--- config.mk ---
export PLATFORM = sky130hd
export DESIGN_NAME = midpoint_ellipse_rasterizer_top
export DESIGN_NICKNAME = d
export VERILOG_FILES = /design/src/hdl/mpe_pkg.sv /design/src/hdl/mpe_sequencer.sv /design/src/hdl/mpe_datapath.sv /design/src/hdl/midpoint_ellipse_rasterizer_top.sv
export SDC_FILE = /design/constraint.sdc
export NUM_CORES = 2
export LEC_CHECK = 0
export BUFFER_PORTS_ARGS = -buffer_cell sky130_fd_sc_hd__buf_2
export CORE_ASPECT_RATIO = 1.1
export CORE_MARGIN = 5
export CORE_UTILIZATION = 55
export CTS_BUF_LIST = sky130_fd_sc_hd__clkbuf_8
export DETAILED_ROUTE_END_ITERATION = 6
export PLACE_DENSITY = 0.72
export SYNTH_ARGS = -nofsm -noshare
export SYNTH_HDL_FRONTEND = slang
export SYNTH_SLANG_ARGS = --single-unit
--- constraint.sdc ---
create_clock -name clk -period 12.2 [get_ports clk]
set_input_delay 2.44 -clock clk [delete_from_list [all_inputs] [get_ports clk]]
set_output_delay 2.44 -clock clk [all_outputs]
set_load 0.1 [all_outputs]
--- src/hdl/mpe_pkg.sv ---
// shared types, constants and the microcode table of the midpoint ellipse rasterizer
`timescale 1ns / 1ps
`default_nettype none
package mpe_pkg;

  localparam int AXIS_BITS_DEF  = 10;
  localparam int COORD_BITS_DEF = 11;

  // each output coordinate is 13 bits, two's complement
  localparam int OUT_BITS   = 13;
  localparam int OUT_DATA_W = ((4 * OUT_BITS + 7) / 8) * 8;

  localparam int CFG_INDEX_BITS = 2;
  localparam logic [CFG_INDEX_BITS-1:0] REG_CENTER_X = 2'd0;
  localparam logic [CFG_INDEX_BITS-1:0] REG_CENTER_Y = 2'd1;

  localparam int CENTER_X_RESET = 300;
  localparam int CENTER_Y_RESET = 350;

  localparam logic CMD_START = 1'b0;
  localparam logic CMD_STEP  = 1'b1;

  // microcode addresses, in program order
  typedef enum logic [4:0] {
    S_START_AA, S_START_BB, S_START_AB, S_START_ACC, S_START_SUB, S_START_END,
    S_TEST_L, S_TEST_R, S_TEST_CMP,
    S_ENT_TX, S_ENT_BT, S_ENT_TY, S_ENT_AT, S_ENT_AB, S_ENT_END,
    S_EMIT2, S_R2_AY, S_R2_SUB, S_R2_BX, S_R2_ADD, S_R2_END,
    S_FIN,
    S_EMIT1, S_R1_BX, S_R1_ADD, S_R1_SUB, S_R1_END
  } step_t;

  // multiplier operand sources
  typedef enum logic [3:0] {
    SRC_A, SRC_B, SRC_A2, SRC_B2, SRC_TX, SRC_TY, SRC_2YM1, SRC_X1, SRC_PROD
  } src_t;

  typedef enum logic [1:0] {BASE_ZERO, BASE_ACC, BASE_P} base_t;
  typedef enum logic [1:0] {TERM_PROD, TERM_A2, TERM_B2} term_t;

  typedef enum logic [2:0] {
    COND_NONE, COND_P_NEG, COND_P_POS, COND_R1_HOLD, COND_Y_ZERO
  } cond_t;

  typedef struct packed {
    logic        mul_en;
    src_t        mul_l;
    src_t        mul_r;
    logic        ld_acc;
    logic        ld_p;
    base_t       alu_base;
    term_t       alu_term;
    logic        alu_sub;
    logic [1:0]  alu_shift;
    logic        ld_a2;
    logic        ld_b2;
    logic        init_walk;
    logic        set_region;
    logic        end_walk;
    logic        x_inc;
    logic        y_dec;
    logic        emit;
    cond_t       jmp_cond;
    step_t       jmp_target;
    logic        done;
  } uop_t;

  typedef struct packed {
    logic p_neg;
    logic p_pos;
    logic r1_hold;
    logic y_zero;
    logic walking;
    logic region_two;
  } dp_flags_t;

  // control store; p is kept as four times the real decision value
  function automatic uop_t mpe_ucode(step_t s);
    uop_t u;
    u = '0;
    unique case (s)
      // start: a2 = a*a, b2 = b*b, p = 4b2 - 4a2*b + a2
      S_START_AA: begin
        u.mul_en = 1'b1; u.mul_l = SRC_A; u.mul_r = SRC_A;
      end
      S_START_BB: begin
        u.ld_a2 = 1'b1;
        u.mul_en = 1'b1; u.mul_l = SRC_B; u.mul_r = SRC_B;
      end
      S_START_AB: begin
        u.ld_b2 = 1'b1;
        u.mul_en = 1'b1; u.mul_l = SRC_A2; u.mul_r = SRC_B;
      end
      S_START_ACC: begin
        u.ld_acc = 1'b1; u.alu_base = BASE_ZERO; u.alu_term = TERM_B2; u.alu_shift = 2'd2;
      end
      S_START_SUB: begin
        u.ld_acc = 1'b1; u.alu_base = BASE_ACC; u.alu_term = TERM_PROD;
        u.alu_sub = 1'b1; u.alu_shift = 2'd2;
      end
      S_START_END: begin
        u.ld_p = 1'b1; u.alu_base = BASE_ACC; u.alu_term = TERM_A2;
        u.init_walk = 1'b1; u.done = 1'b1;
      end
      // region 1 test: a2*(2y-1) > 2*b2*(x+1)
      S_TEST_L: begin
        u.mul_en = 1'b1; u.mul_l = SRC_A2; u.mul_r = SRC_2YM1;
      end
      S_TEST_R: begin
        u.ld_acc = 1'b1; u.alu_base = BASE_ZERO; u.alu_term = TERM_PROD;
        u.mul_en = 1'b1; u.mul_l = SRC_B2; u.mul_r = SRC_X1;
      end
      S_TEST_CMP: begin
        u.jmp_cond = COND_R1_HOLD; u.jmp_target = S_EMIT1;
      end
      // switch to region 2: p = b2*tx^2 + 4a2*ty^2 - 4a2*b2
      S_ENT_TX: begin
        u.set_region = 1'b1;
        u.mul_en = 1'b1; u.mul_l = SRC_TX; u.mul_r = SRC_TX;
      end
      S_ENT_BT: begin
        u.mul_en = 1'b1; u.mul_l = SRC_B2; u.mul_r = SRC_PROD;
      end
      S_ENT_TY: begin
        u.ld_acc = 1'b1; u.alu_base = BASE_ZERO; u.alu_term = TERM_PROD;
        u.mul_en = 1'b1; u.mul_l = SRC_TY; u.mul_r = SRC_TY;
      end
      S_ENT_AT: begin
        u.mul_en = 1'b1; u.mul_l = SRC_A2; u.mul_r = SRC_PROD;
      end
      S_ENT_AB: begin
        u.ld_acc = 1'b1; u.alu_base = BASE_ACC; u.alu_term = TERM_PROD; u.alu_shift = 2'd2;
        u.mul_en = 1'b1; u.mul_l = SRC_A2; u.mul_r = SRC_B2;
      end
      S_ENT_END: begin
        u.ld_p = 1'b1; u.alu_base = BASE_ACC; u.alu_term = TERM_PROD;
        u.alu_sub = 1'b1; u.alu_shift = 2'd2;
      end
      // region 2 point and update
      S_EMIT2: begin
        u.emit = 1'b1; u.jmp_cond = COND_Y_ZERO; u.jmp_target = S_FIN;
      end
      S_R2_AY: begin
        u.mul_en = 1'b1; u.mul_l = SRC_A2; u.mul_r = SRC_TY;
      end
      S_R2_SUB: begin
        u.ld_acc = 1'b1; u.alu_base = BASE_P; u.alu_term = TERM_PROD;
        u.alu_sub = 1'b1; u.alu_shift = 2'd3;
        u.jmp_cond = COND_P_POS; u.jmp_target = S_R2_END;
      end
      S_R2_BX: begin
        u.mul_en = 1'b1; u.mul_l = SRC_B2; u.mul_r = SRC_X1;
      end
      S_R2_ADD: begin
        u.ld_acc = 1'b1; u.alu_base = BASE_ACC; u.alu_term = TERM_PROD; u.alu_shift = 2'd3;
        u.x_inc = 1'b1;
      end
      S_R2_END: begin
        u.ld_p = 1'b1; u.alu_base = BASE_ACC; u.alu_term = TERM_A2; u.alu_shift = 2'd2;
        u.y_dec = 1'b1; u.done = 1'b1;
      end
      S_FIN: begin
        u.end_walk = 1'b1; u.done = 1'b1;
      end
      // region 1 point and update
      S_EMIT1: begin
        u.emit = 1'b1;
      end
      S_R1_BX: begin
        u.mul_en = 1'b1; u.mul_l = SRC_B2; u.mul_r = SRC_X1;
      end
      S_R1_ADD: begin
        u.ld_acc = 1'b1; u.alu_base = BASE_P; u.alu_term = TERM_PROD; u.alu_shift = 2'd3;
        u.mul_en = 1'b1; u.mul_l = SRC_A2; u.mul_r = SRC_TY;
        u.jmp_cond = COND_P_NEG; u.jmp_target = S_R1_END;
      end
      S_R1_SUB: begin
        u.ld_acc = 1'b1; u.alu_base = BASE_ACC; u.alu_term = TERM_PROD;
        u.alu_sub = 1'b1; u.alu_shift = 2'd3;
        u.y_dec = 1'b1;
      end
      S_R1_END: begin
        u.ld_p = 1'b1; u.alu_base = BASE_ACC; u.alu_term = TERM_B2; u.alu_shift = 2'd2;
        u.x_inc = 1'b1; u.done = 1'b1;
      end
      default: begin
        u.done = 1'b1;
      end
    endcase
    return u;
  endfunction

endpackage
`default_nettype wire

--- src/hdl/mpe_sequencer.sv ---
// microcode sequencer: step counter, control store lookup, conditional jumps, dispatch
`timescale 1ns / 1ps
`default_nettype none
module mpe_sequencer (
  input  logic             clk,
  input  logic             rst,
  input  logic             accept,
  input  logic             cmd,
  input  logic             hold,
  input  mpe_pkg::dp_flags_t flags,
  output logic             busy,
  output logic             fire,
  output mpe_pkg::uop_t    uop
);
  import mpe_pkg::*;

  step_t step;
  step_t step_next;
  logic  busy_next;
  logic  take;

  assign uop  = mpe_ucode(step);
  assign fire = busy && !hold;

  always_comb begin
    unique case (uop.jmp_cond)
      COND_NONE:    take = 1'b0;
      COND_P_NEG:   take = flags.p_neg;
      COND_P_POS:   take = flags.p_pos;
      COND_R1_HOLD: take = flags.r1_hold;
      COND_Y_ZERO:  take = flags.y_zero;
      default:      take = 1'b0;
    endcase
  end

  always_comb begin
    busy_next = busy;
    step_next = step;
    if (!busy) begin
      if (accept) begin
        if (cmd == CMD_START) begin
          busy_next = 1'b1;
          step_next = S_START_AA;
        end else if (flags.walking) begin
          busy_next = 1'b1;
          step_next = flags.region_two ? S_EMIT2 : S_TEST_L;
        end
      end
    end else if (fire) begin
      if (uop.done) begin
        busy_next = 1'b0;
      end else if (take) begin
        step_next = uop.jmp_target;
      end else begin
        step_next = step_t'(step + 5'd1);
      end
    end
  end

  always_ff @(posedge clk) begin
    if (rst) begin
      busy <= 1'b0;
      step <= S_START_AA;
    end else begin
      busy <= busy_next;
      step <= step_next;
    end
  end

endmodule
`default_nettype wire

--- src/hdl/mpe_datapath.sv ---
// datapath: shared multiplier, accumulator adder, walk registers and decision value
`timescale 1ns / 1ps
`default_nettype none
module mpe_datapath #(
  parameter int AXIS_BITS = mpe_pkg::AXIS_BITS_DEF
) (
  input  logic                 clk,
  input  logic                 rst,
  input  logic                 load,
  input  logic [AXIS_BITS-1:0] semi_axis_x,
  input  logic [AXIS_BITS-1:0] semi_axis_y,
  input  logic                 fire,
  input  mpe_pkg::uop_t        uop,
  output mpe_pkg::dp_flags_t   flags,
  output logic [AXIS_BITS:0]   offset_x,
  output logic [AXIS_BITS:0]   offset_y
);
  import mpe_pkg::*;

  localparam int OFF_W = AXIS_BITS + 1;
  localparam int SQ_W  = 2 * AXIS_BITS;
  localparam int MW    = 2 * AXIS_BITS + 4;
  localparam int DW    = 4 * AXIS_BITS + 6;

  logic [AXIS_BITS-1:0]   axis_x;
  logic [AXIS_BITS-1:0]   axis_y;
  logic [SQ_W-1:0]        axis_x_squared;
  logic [SQ_W-1:0]        axis_y_squared;
  logic signed [DW-1:0]   decision;
  logic signed [DW-1:0]   acc;
  logic signed [DW-1:0]   prod;
  logic                   region_two;
  logic                   walking;

  logic signed [MW-1:0]   v_a, v_b, v_a2, v_b2, v_x, v_y;
  logic signed [MW-1:0]   v_tx, v_ty, v_2ym1, v_x1, v_prod;
  logic signed [MW-1:0]   mul_l_val, mul_r_val;
  logic signed [2*MW-1:0] prod_full;
  logic signed [DW-1:0]   base_val, term_raw, term_sh, alu_sum;

  assign v_a    = $signed(MW'(axis_x));
  assign v_b    = $signed(MW'(axis_y));
  assign v_a2   = $signed(MW'(axis_x_squared));
  assign v_b2   = $signed(MW'(axis_y_squared));
  assign v_x    = $signed(MW'(offset_x));
  assign v_y    = $signed(MW'(offset_y));
  assign v_tx   = v_x + v_x + $signed(MW'(1));
  assign v_ty   = v_y - $signed(MW'(1));
  assign v_2ym1 = v_y + v_y - $signed(MW'(1));
  assign v_x1   = v_x + $signed(MW'(1));
  assign v_prod = prod[MW-1:0];

  always_comb begin
    case (uop.mul_l)
      SRC_A:    mul_l_val = v_a;
      SRC_B:    mul_l_val = v_b;
      SRC_A2:   mul_l_val = v_a2;
      SRC_B2:   mul_l_val = v_b2;
      SRC_TX:   mul_l_val = v_tx;
      SRC_TY:   mul_l_val = v_ty;
      SRC_2YM1: mul_l_val = v_2ym1;
      SRC_X1:   mul_l_val = v_x1;
      SRC_PROD: mul_l_val = v_prod;
      default:  mul_l_val = '0;
    endcase
  end

  always_comb begin
    case (uop.mul_r)
      SRC_A:    mul_r_val = v_a;
      SRC_B:    mul_r_val = v_b;
      SRC_A2:   mul_r_val = v_a2;
      SRC_B2:   mul_r_val = v_b2;
      SRC_TX:   mul_r_val = v_tx;
      SRC_TY:   mul_r_val = v_ty;
      SRC_2YM1: mul_r_val = v_2ym1;
      SRC_X1:   mul_r_val = v_x1;
      SRC_PROD: mul_r_val = v_prod;
      default:  mul_r_val = '0;
    endcase
  end

  assign prod_full = mul_l_val * mul_r_val;

  always_comb begin
    case (uop.alu_base)
      BASE_ZERO: base_val = '0;
      BASE_ACC:  base_val = acc;
      BASE_P:    base_val = decision;
      default:   base_val = '0;
    endcase
  end

  always_comb begin
    case (uop.alu_term)
      TERM_PROD: term_raw = prod;
      TERM_A2:   term_raw = $signed(DW'(axis_x_squared));
      TERM_B2:   term_raw = $signed(DW'(axis_y_squared));
      default:   term_raw = '0;
    endcase
  end

  assign term_sh = term_raw <<< uop.alu_shift;
  assign alu_sum = uop.alu_sub ? (base_val - term_sh) : (base_val + term_sh);

  assign flags.p_neg      = decision[DW-1];
  assign flags.p_pos      = !decision[DW-1] && (decision != '0);
  // region 1 holds while a2*(2y-1) > 2*b2*(x+1)
  assign flags.r1_hold    = acc > (prod <<< 1);
  assign flags.y_zero     = (offset_y == '0);
  assign flags.walking    = walking;
  assign flags.region_two = region_two;

  always_ff @(posedge clk) begin
    if (load) begin
      axis_x <= semi_axis_x;
      axis_y <= semi_axis_y;
    end
    if (fire) begin
      if (uop.mul_en) prod <= prod_full[DW-1:0];
      if (uop.ld_acc) acc <= alu_sum;
      if (uop.ld_p) decision <= alu_sum;
      if (uop.ld_a2) axis_x_squared <= prod[SQ_W-1:0];
      if (uop.ld_b2) axis_y_squared <= prod[SQ_W-1:0];
      if (uop.init_walk) begin
        offset_x <= '0;
        offset_y <= OFF_W'(axis_y);
      end else begin
        if (uop.x_inc) offset_x <= offset_x + OFF_W'(1);
        if (uop.y_dec) offset_y <= offset_y - OFF_W'(1);
      end
    end
  end

  always_ff @(posedge clk) begin
    if (rst) begin
      walking    <= 1'b0;
      region_two <= 1'b0;
    end else if (fire) begin
      if (uop.init_walk) begin
        walking    <= 1'b1;
        region_two <= 1'b0;
      end else begin
        if (uop.set_region) region_two <= 1'b1;
        if (uop.end_walk) walking <= 1'b0;
      end
    end
  end

endmodule
`default_nettype wire

--- src/hdl/midpoint_ellipse_rasterizer_top.sv ---
// top level of the midpoint ellipse rasterizer: handshakes, center registers, output word
//
// channel   direction  fields (lowest bit first)
// s_axis    in         tdata: semi_axis_x, semi_axis_y; tuser: cmd
// m_axis    out        tdata: right_x, left_x, upper_y, lower_y; tuser: in_region_two;
//                      tlast: last_point
// cfg       in         cfg_index: register (0 center_x, 1 center_y); cfg_data: value
//
// one word is taken while the sequencer is idle; its microprogram then runs one step a cycle
// except while an emit step holds; there are step sequences for the start, a region 1 point,
// a region 2 point, the point that switches regions and the final point; a step word taken
// while no walk is active does nothing
// all of these steps share the single multiplier and accumulator adder
// reset is synchronous; a result waits in the output register, and an emit step holds there
// only if that register is still full and not being taken when the next point is ready
`timescale 1ns / 1ps
`default_nettype none
module midpoint_ellipse_rasterizer_top #(
  parameter int  AXIS_BITS  = mpe_pkg::AXIS_BITS_DEF,
  parameter int  COORD_BITS = mpe_pkg::COORD_BITS_DEF,
  localparam int IN_DATA_W  = ((2 * AXIS_BITS + 7) / 8) * 8
) (
  input  logic                              clk,
  input  logic                              rst,
  input  logic                              s_axis_tvalid,
  output logic                              s_axis_tready,
  input  logic [IN_DATA_W-1:0]              s_axis_tdata,   // semi_axis_x, semi_axis_y
  input  logic                              s_axis_tuser,   // cmd
  output logic                              m_axis_tvalid,
  input  logic                              m_axis_tready,
  output logic [mpe_pkg::OUT_DATA_W-1:0]    m_axis_tdata,   // right_x, left_x, upper_y, lower_y
  output logic                              m_axis_tuser,   // in_region_two
  output logic                              m_axis_tlast,
  input  logic                              cfg_valid,
  output logic                              cfg_ready,
  input  logic [mpe_pkg::CFG_INDEX_BITS-1:0] cfg_index,
  input  logic [COORD_BITS-1:0]             cfg_data
);
  import mpe_pkg::*;

  logic [COORD_BITS-1:0] center_x;
  logic [COORD_BITS-1:0] center_y;
  logic                  s_accept;
  logic                  busy;
  logic                  fire;
  logic                  hold;
  logic                  emit_fire;
  uop_t                  uop;
  dp_flags_t             flags;
  logic [AXIS_BITS:0]    offset_x;
  logic [AXIS_BITS:0]    offset_y;
  logic [OUT_BITS-1:0]   right_x, left_x, upper_y, lower_y;

  assign s_axis_tready = !busy;
  assign s_accept      = s_axis_tvalid && s_axis_tready;
  assign cfg_ready     = 1'b1;

  // an emit step waits while the previous word is still unclaimed
  assign hold      = busy && uop.emit && m_axis_tvalid && !m_axis_tready;
  assign emit_fire = fire && uop.emit;

  mpe_sequencer u_seq (
    .clk    (clk),
    .rst    (rst),
    .accept (s_accept),
    .cmd    (s_axis_tuser),
    .hold   (hold),
    .flags  (flags),
    .busy   (busy),
    .fire   (fire),
    .uop    (uop)
  );

  mpe_datapath #(
    .AXIS_BITS (AXIS_BITS)
  ) u_dp (
    .clk         (clk),
    .rst         (rst),
    .load        (s_accept && (s_axis_tuser == CMD_START)),
    .semi_axis_x (s_axis_tdata[AXIS_BITS-1:0]),
    .semi_axis_y (s_axis_tdata[2*AXIS_BITS-1:AXIS_BITS]),
    .fire        (fire),
    .uop         (uop),
    .flags       (flags),
    .offset_x    (offset_x),
    .offset_y    (offset_y)
  );

  always_ff @(posedge clk) begin
    if (rst) begin
      center_x <= COORD_BITS'(CENTER_X_RESET);
      center_y <= COORD_BITS'(CENTER_Y_RESET);
    end else if (cfg_valid && cfg_ready) begin
      unique case (cfg_index)
        REG_CENTER_X: center_x <= cfg_data;
        REG_CENTER_Y: center_y <= cfg_data;
        default: ;
      endcase
    end
  end

  // coordinates wrap to the output width
  assign right_x = OUT_BITS'(center_x) + OUT_BITS'(offset_x);
  assign left_x  = OUT_BITS'(center_x) - OUT_BITS'(offset_x);
  assign upper_y = OUT_BITS'(center_y) + OUT_BITS'(offset_y);
  assign lower_y = OUT_BITS'(center_y) - OUT_BITS'(offset_y);

  always_ff @(posedge clk) begin
    if (rst) begin
      m_axis_tvalid <= 1'b0;
    end else if (emit_fire) begin
      m_axis_tvalid <= 1'b1;
    end else if (m_axis_tready) begin
      m_axis_tvalid <= 1'b0;
    end
  end

  always_ff @(posedge clk) begin
    if (emit_fire) begin
      m_axis_tdata <= {{(OUT_DATA_W - 4 * OUT_BITS){1'b0}}, lower_y, upper_y, left_x, right_x};
      m_axis_tuser <= flags.region_two;
      m_axis_tlast <= flags.region_two && flags.y_zero;
    end
  end

endmodule
`default_nettype wire

Word level (Yosys, flattened, before mapping). Cells that the tools add are included.

Bits in read-only memories: 0. RAM bits: 0. Bits in latches: 0. Output and inout port bits: 61. Input bits: 43. Register bits after elaboration: 305. Memories kept: 0.

Shifts and indexed selects: 1. Reductions and logical operators: 52. Order comparisons: 1. Mux-type cells: 44. $add $sub $neg: 15. Equality and inequality tests: 54. Multiply operators: 1. Bitwise gates (word level): 1. Div/mod/pow operators: 0.

Operators with widths (count): 24-bit one-hot mux with 9 select lines (2); 46-bit one-hot mux with 3 select lines (1); 9-bit one-hot mux with 11 select lines (1); 46-bit one-hot mux with 2 select lines (1); 5-bit == test (second input constant) (11); 11-bit by 11-bit adder with 12-bit output (4); 46-bit adder (1); 46-bit > comparator (1); 24-bit by 24-bit multiplier with 46-bit output (1); 46-bit 2-to-1 mux (1); 46-bit nonzero test (1); 46-bit by 2-bit <<< shifter with 46-bit output (1); 46-bit subtractor (1); 5-bit by 4-bit == test with 1-bit output (second input constant) (8); 5-bit 2-to-1 mux (7); 4-bit by 3-bit == test with 1-bit output (second input constant) (8); 8-bit one-hot mux with 4 select lines (1); 24-bit by 2-bit adder with 24-bit output (second input constant) (1); 11-bit by 11-bit subtractor with 12-bit output (2); 24-bit by 2-bit subtractor with 24-bit output (second input constant) (1); 1-bit 2-to-1 mux (23); 23-bit OR reduction (1); 11-bit 2-to-1 mux (2); 2-bit AND reduction (11); 38 further kinds (77).

Depth between registers and ports, before layout.
Depth in word-level cells: 10. Depth in mapped cells: 40.

Hierarchy. Synthesis repeated with hierarchy kept, for this count alone.

Cells, all modules: 4688. Area, all modules: 42712.2 um^2.

Modules (own cells, without submodules): mpe_datapath (area an instance 36877.9 um^2, times used 1, cells each 4023); midpoint_ellipse_rasterizer_top (area an instance 4594.4 um^2, times used 1, cells each 474); mpe_sequencer (area an instance 1239.9 um^2, times used 1, cells each 191).

Least setup slack after synthesis. No wires, ideal clock.

Kind: register to register. From: register u_seq.step[1]. To: register u_dp.prod[45] (data pin). Slack: 2.820 ns. Cell stages (with the launch flop): 37. Data required time: 11.939 ns. Clock period less this slack: 9.380 ns. Data arrival time: 9.119 ns. Cells stage by stage: dfxtp_1 ha_1 clkbuf_1 o21ai_0 o211a_1 o31ai_1 nand2_1 clkbuf_1 nor3_1 inv_2 clkbuf_1 o21ai_1 buf_2 nand2_1 fa_1 fa_1 fa_1 inv_1 fa_1 inv_1 fa_1 inv_1 fa_1 inv_1 fa_1 inv_1 ha_1 nor2_1 a211o_1 nor3_1 a21oi_1 nor3_1 o211ai_1 a21boi_0 o21a_1 o21ai_0 nor3b_1.

Word-level cells in the longest chain between the ends: 6. Elaborated cells between the ends (all ways): 38. Classes of those cells: mul: 1; eq/ne: 29; mux: 3; reduce/logical: 5.

RTL lines: start: declaration (RTL line mpe_sequencer.sv:17) `step_t step;`; start signal: assignment (RTL line mpe_sequencer.sv:66) `step <= step_next;`; 5-bit by 3-bit == test with 1-bit output / 5-bit == test (equally long branches) (RTL line mpe_pkg.sv:81) `unique case (s)`; 3-bit OR reduction (no source line) / 2-bit OR reduction (equally long branches); 9-bit one-hot mux with 11 select lines * (RTL line mpe_pkg.sv:81); 4-bit == test (tied with other cells) (RTL line mpe_datapath.sv:54) `case (uop.mul_l)`; 24-bit one-hot mux with 9 select lines, on equally long branches (RTL line mpe_datapath.sv:54, mpe_datapath.sv:69); 24-bit by 24-bit multiplier with 46-bit output * (RTL line mpe_datapath.sv:83) `assign prod_full = mul_l_val * mul_r_val;`; net u_dp.prod_full[45] (RTL line mpe_datapath.sv:38) `logic signed [2*MW-1:0] prod_full;`; end signal: assignment (RTL line mpe_datapath.sv:120) `if (uop.mul_en) prod <= prod_full[DW-1:0];`; end: declaration (RTL line mpe_datapath.sv:31) `logic signed [DW-1:0] prod;`.

The timed path passes the listed nets; every way through them passes the cells marked *. A chain may end at the register's enable or synchronous reset.

Worst setup path after layout.
From: register u_seq.step[0]. To: register u_dp.prod[45] (data pin).

The elaborated chain is that of the path after synthesis.

==> impl_metrics.ini <==
[critical_path]
arrival_ns = 11.52
path_common_cell = fa_1
reg2reg_slack_ns = 1.09
crit_path_end_kind = register
r2r-start = u_seq.step[0]$_SDFFE_PP0P_
path_buf_inv = 7
required_ns = 12.61
worst_path_max_delay_cell = a221o_1
critical_path.top_delay_family = adder cells
worstReg2RegEnd = u_dp.prod[45]$_DFFE_PP_
reg2reg_depth = 32
slowest_delay_ns = 0.89
critPathMaxFanout = 20
worstSetupPathType = reg -> reg
critical_path.startpoint_type = register

[place]
placed_area_sq_mm = 0.0425
placedCellCount = 5456
portBuffers = 92
place.gp.congestion = 0.961
dpl.hpwl_mm = 90.5

[cts]
clkSlewWorstSetupHoldPaths_ns = 0.06
numCtsBuffers = 51
cts_root_buf = clkbuf_8
numClockSinks = 299
cts_setup_buffers = 0
cts.path.max_buffers = 3
postCtsResizedCells = 0
cts_tree = built
ctsHoldBuffers = 0
clock_latency_ns = 0.68
htree_num_levels = 2

[synth]
ys_warn_count = 0
syn_inst = 4517
yosysSeqAreaShare = 0.212
synth-compound-area-share = 0.128
synth_edf_count = 268
synthMuxAreaShare = 0.0101
synthFlopType = edfxtp_1
avgSynthCellArea_sq_um = 9.06
synth-xor-area-share = 0.0382
ys_async_sr_fraction = 0
synth_top_family_by_area = adder cells
yosysUniqueCellTypes = 92
synthSimpleGateAreaFrac = 0.137
synth_area_sq_mm = 0.0409
ys_ff_latch = 299
synthAdderAreaFrac = 0.374

[sta]
tns_ns = 0
worstMarginPinSlew_ns = 1.44
setup_viol = 0
hold_slack_ns = 0.471
relSlewSlack = 0.0336
maxSlewViolCount = 0
rsz0062_at_grt = no
period_needed_ns = 11.11
hold_violations = 0
finClkSkew_ns = 0.0573
period_share = 0.910
fmax_mhz = 90.0

[grt]
grt_pass1_vias = 33400
grt.total_usage = 0.287
use_met1 = 0.359
grt_pass1_wl_mm = 182
grt-busiest-layer = met2
antenna_found_initial = 2
met3_usage = 0.0408
grt_max_degree = 72
grt.overflow.total = 0
global_route.usage.met2 = 0.495

[die]
die_w_um = 270
rows = 105
ios = 104
die_h_um = 296
dieArea_sq_mm = 0.0800
initial_utilization = 0.552
core_sq_mm = 0.0742

[routing]
avgRoutedWirePerCell_um = 20.5
dr.pass1.iters = 6
vias_per_cell = 5.85
drt.antenna.violating_nets = 0
totalWireLength_mm = 114
drc = 0
drt_iter0_markers = 2323
dr_total_vias = 32500

[power_and_ir_drop]
power.leakage_nw = 20.0
p_per_area_mw_per_mm2 = 208
total_power_mw = 9.06
peakVddDrop_mv = 0.528

[cells_and_area]
fin_cells = 5552
finalInstanceArea_sq_mm = 0.0436
layout.nets = 5458
syn_to_final_growth_pct = 6.47
drive_gt1_frac = 0.0669

[worst_hold_path]
min_path_type = reg -> reg
min_from = u_dp.walking$_SDFFE_PP0P_
whs_endpoint = u_dp.walking$_SDFFE_PP0P_
hold-path-cell-count = 2

[status]
outcome = finished, final reports clean

[flow_run]
max_cap_violations = 0
worst max path at each step:
| stage | from | to | slack [ns] | cells past startpoint |
|---|---|---|---|---|
| floorplan | u_seq.step[1]$_SDFFE_PP0P_ | u_dp.prod[45]$_DFFE_PP_ | 2.82 | 36 |
| global placement | u_seq.step[0]$_SDFFE_PP0P_ | u_dp.prod[43]$_DFFE_PP_ | 1.38 | 32 |
| detailed placement | u_seq.step[0]$_SDFFE_PP0P_ | u_dp.prod[45]$_DFFE_PP_ | 1.23 | 32 |
| CTS | u_seq.step[2]$_SDFFE_PP0P_ | u_dp.prod[40]$_DFFE_PP_ | 1.25 | 35 |
| global route | u_seq.step[3]$_SDFFE_PP0P_ | u_dp.prod[40]$_DFFE_PP_ | 0.48 | 34 |
| finish | u_seq.step[0]$_SDFFE_PP0P_ | u_dp.prod[45]$_DFFE_PP_ | 1.09 | 32 |
synthesized netlist by cell type (all sizes together), types with 6 or more instances:
master     n  area share
nor4      24      0.0038
a31oi     31      0.0053
o22ai     20      0.0031
fa       594        0.29
or3       19      0.0029
a311oi     9      0.0019
o211a      6      0.0015
nand2    520       0.048
nand3     60      0.0075
a221o     12      0.0029
ha       275       0.084
o311ai    20      0.0043
xor2      56       0.012
a21o      72       0.013
o21ai    151       0.018
clkbuf   148       0.014
nor2b     31      0.0047
a22o      11      0.0024
edfxtp   268        0.20
o21bai    25      0.0046
and3      27      0.0041
o211ai    23      0.0042
or4        6      0.0014
mux2i     38      0.0093
o21a      27      0.0050
nand2b    24      0.0037
or2        9      0.0014
xnor2    120       0.026
o31ai     18      0.0033
dfxtp     31       0.015
buf       57      0.0073
and2      51      0.0078
a22oi     57       0.010
nand4     26      0.0040
a31o       7      0.0015
nor2     389       0.036
a221oi    12      0.0026
a2111oi    9      0.0019
a21oi    200       0.025
inv      868       0.080
a211oi    26      0.0048
nor3      61      0.0079
worst reg2reg max path, delay by kind of cell (launching register included):
kind / cells / cell delay (ns)
buffers and inverters: 7 / 0.55
AND/OR/NAND/NOR: 4 / 1.32
flip-flops: 1 / 0.35
AO/OA/AOI/OAI: 12 / 4.29
adder cells (fa/ha/maj): 9 / 4.35
state kept, by name, indices dropped and copies added (netlist names), 11 cells and up:
signal and count:
u_dp.axis_y_squared 20, u_dp.decision 46, center_y 11, u_dp.prod 46, center_x 11, u_dp.axis_x_squared 20
u_dp.offset_y 11, m_axis_tdata 46, u_dp.acc 46, u_dp.offset_x 11
area by class of cell:
| class | instances | area [sq um] |
|---|---|---|
| fill | 6405 | 30600 |
| multi-input combinational | 3150 | 28300 |
| sequential | 299 | 8670 |
| inverter | 868 | 3260 |
| tap | 963 | 1200 |
| timing repair buffer | 176 | 1090 |
| clock buffer | 57 | 785 |
| clock inverter | 37 | 278 |
| antenna | 2 | 5.00 |
per-stage QoR:
step / utilization / setup slack (ns)
floorplan: - / 2.82
global placement: 0.573 / 1.38
detailed placement: 0.573 / 1.23
CTS: 0.587 / 1.25
global route: 0.587 / 0.479
finish: 0.587 / 1.09
power breakdown:
group | total (mW) | switching [mW] | internal [mW]
logic | 6.54 | 4.08 | 2.47
clock network | 0.961 | 0.445 | 0.516
registers | 1.55 | 0.0915 | 1.46
cell families (layout without fill, tap and decap cells):
| logic type | Yosys count | after routing |
|---|---|---|
| adders and majority gates | 869 | 869 |
| other | 2 | 9 |
| buffers and inverters | 1073 | 1138 |
| xor gates and xnor gates | 177 | 177 |
| DFF | 299 | 299 |
| muxes | 41 | 41 |
| and+or+nand+nor | 1269 | 1269 |
| AOI/OAI and AO/OA | 787 | 787 |
per-layer routing:
layer | wire length, um | part of all wire
met5 | 0 | 0
met3 | 8220 | 0.072
met2 | 54700 | 0.48
met4 | 7050 | 0.062
met1 | 43800 | 0.38
layout by cell type, fill, tap and decap left out, drive strengths merged, types with 11 or more instances in the layout:
master	instances
inv	884
fa	594
nand2	520
nor2	389
ha	275
edfxtp	268
a21oi	200
buf	176
o21ai	151
xnor2	120
a21o	72
nor3	61
nand3	60
a22oi	57
clkbuf	57
xor2	56
and2	51
mux2i	38
dfxtp	31
nor2b	31
a31oi	31
o21a	27
and3	27
nand4	26
a211oi	26
o21bai	25
nand2b	24
nor4	24
o211ai	23
o22ai	20
o311ai	20
or3	19
o31ai	18
clkinv	13
a221o	12
a221oi	12
a22o	11
No activity file was read; power rests on OpenSTA's default activity.
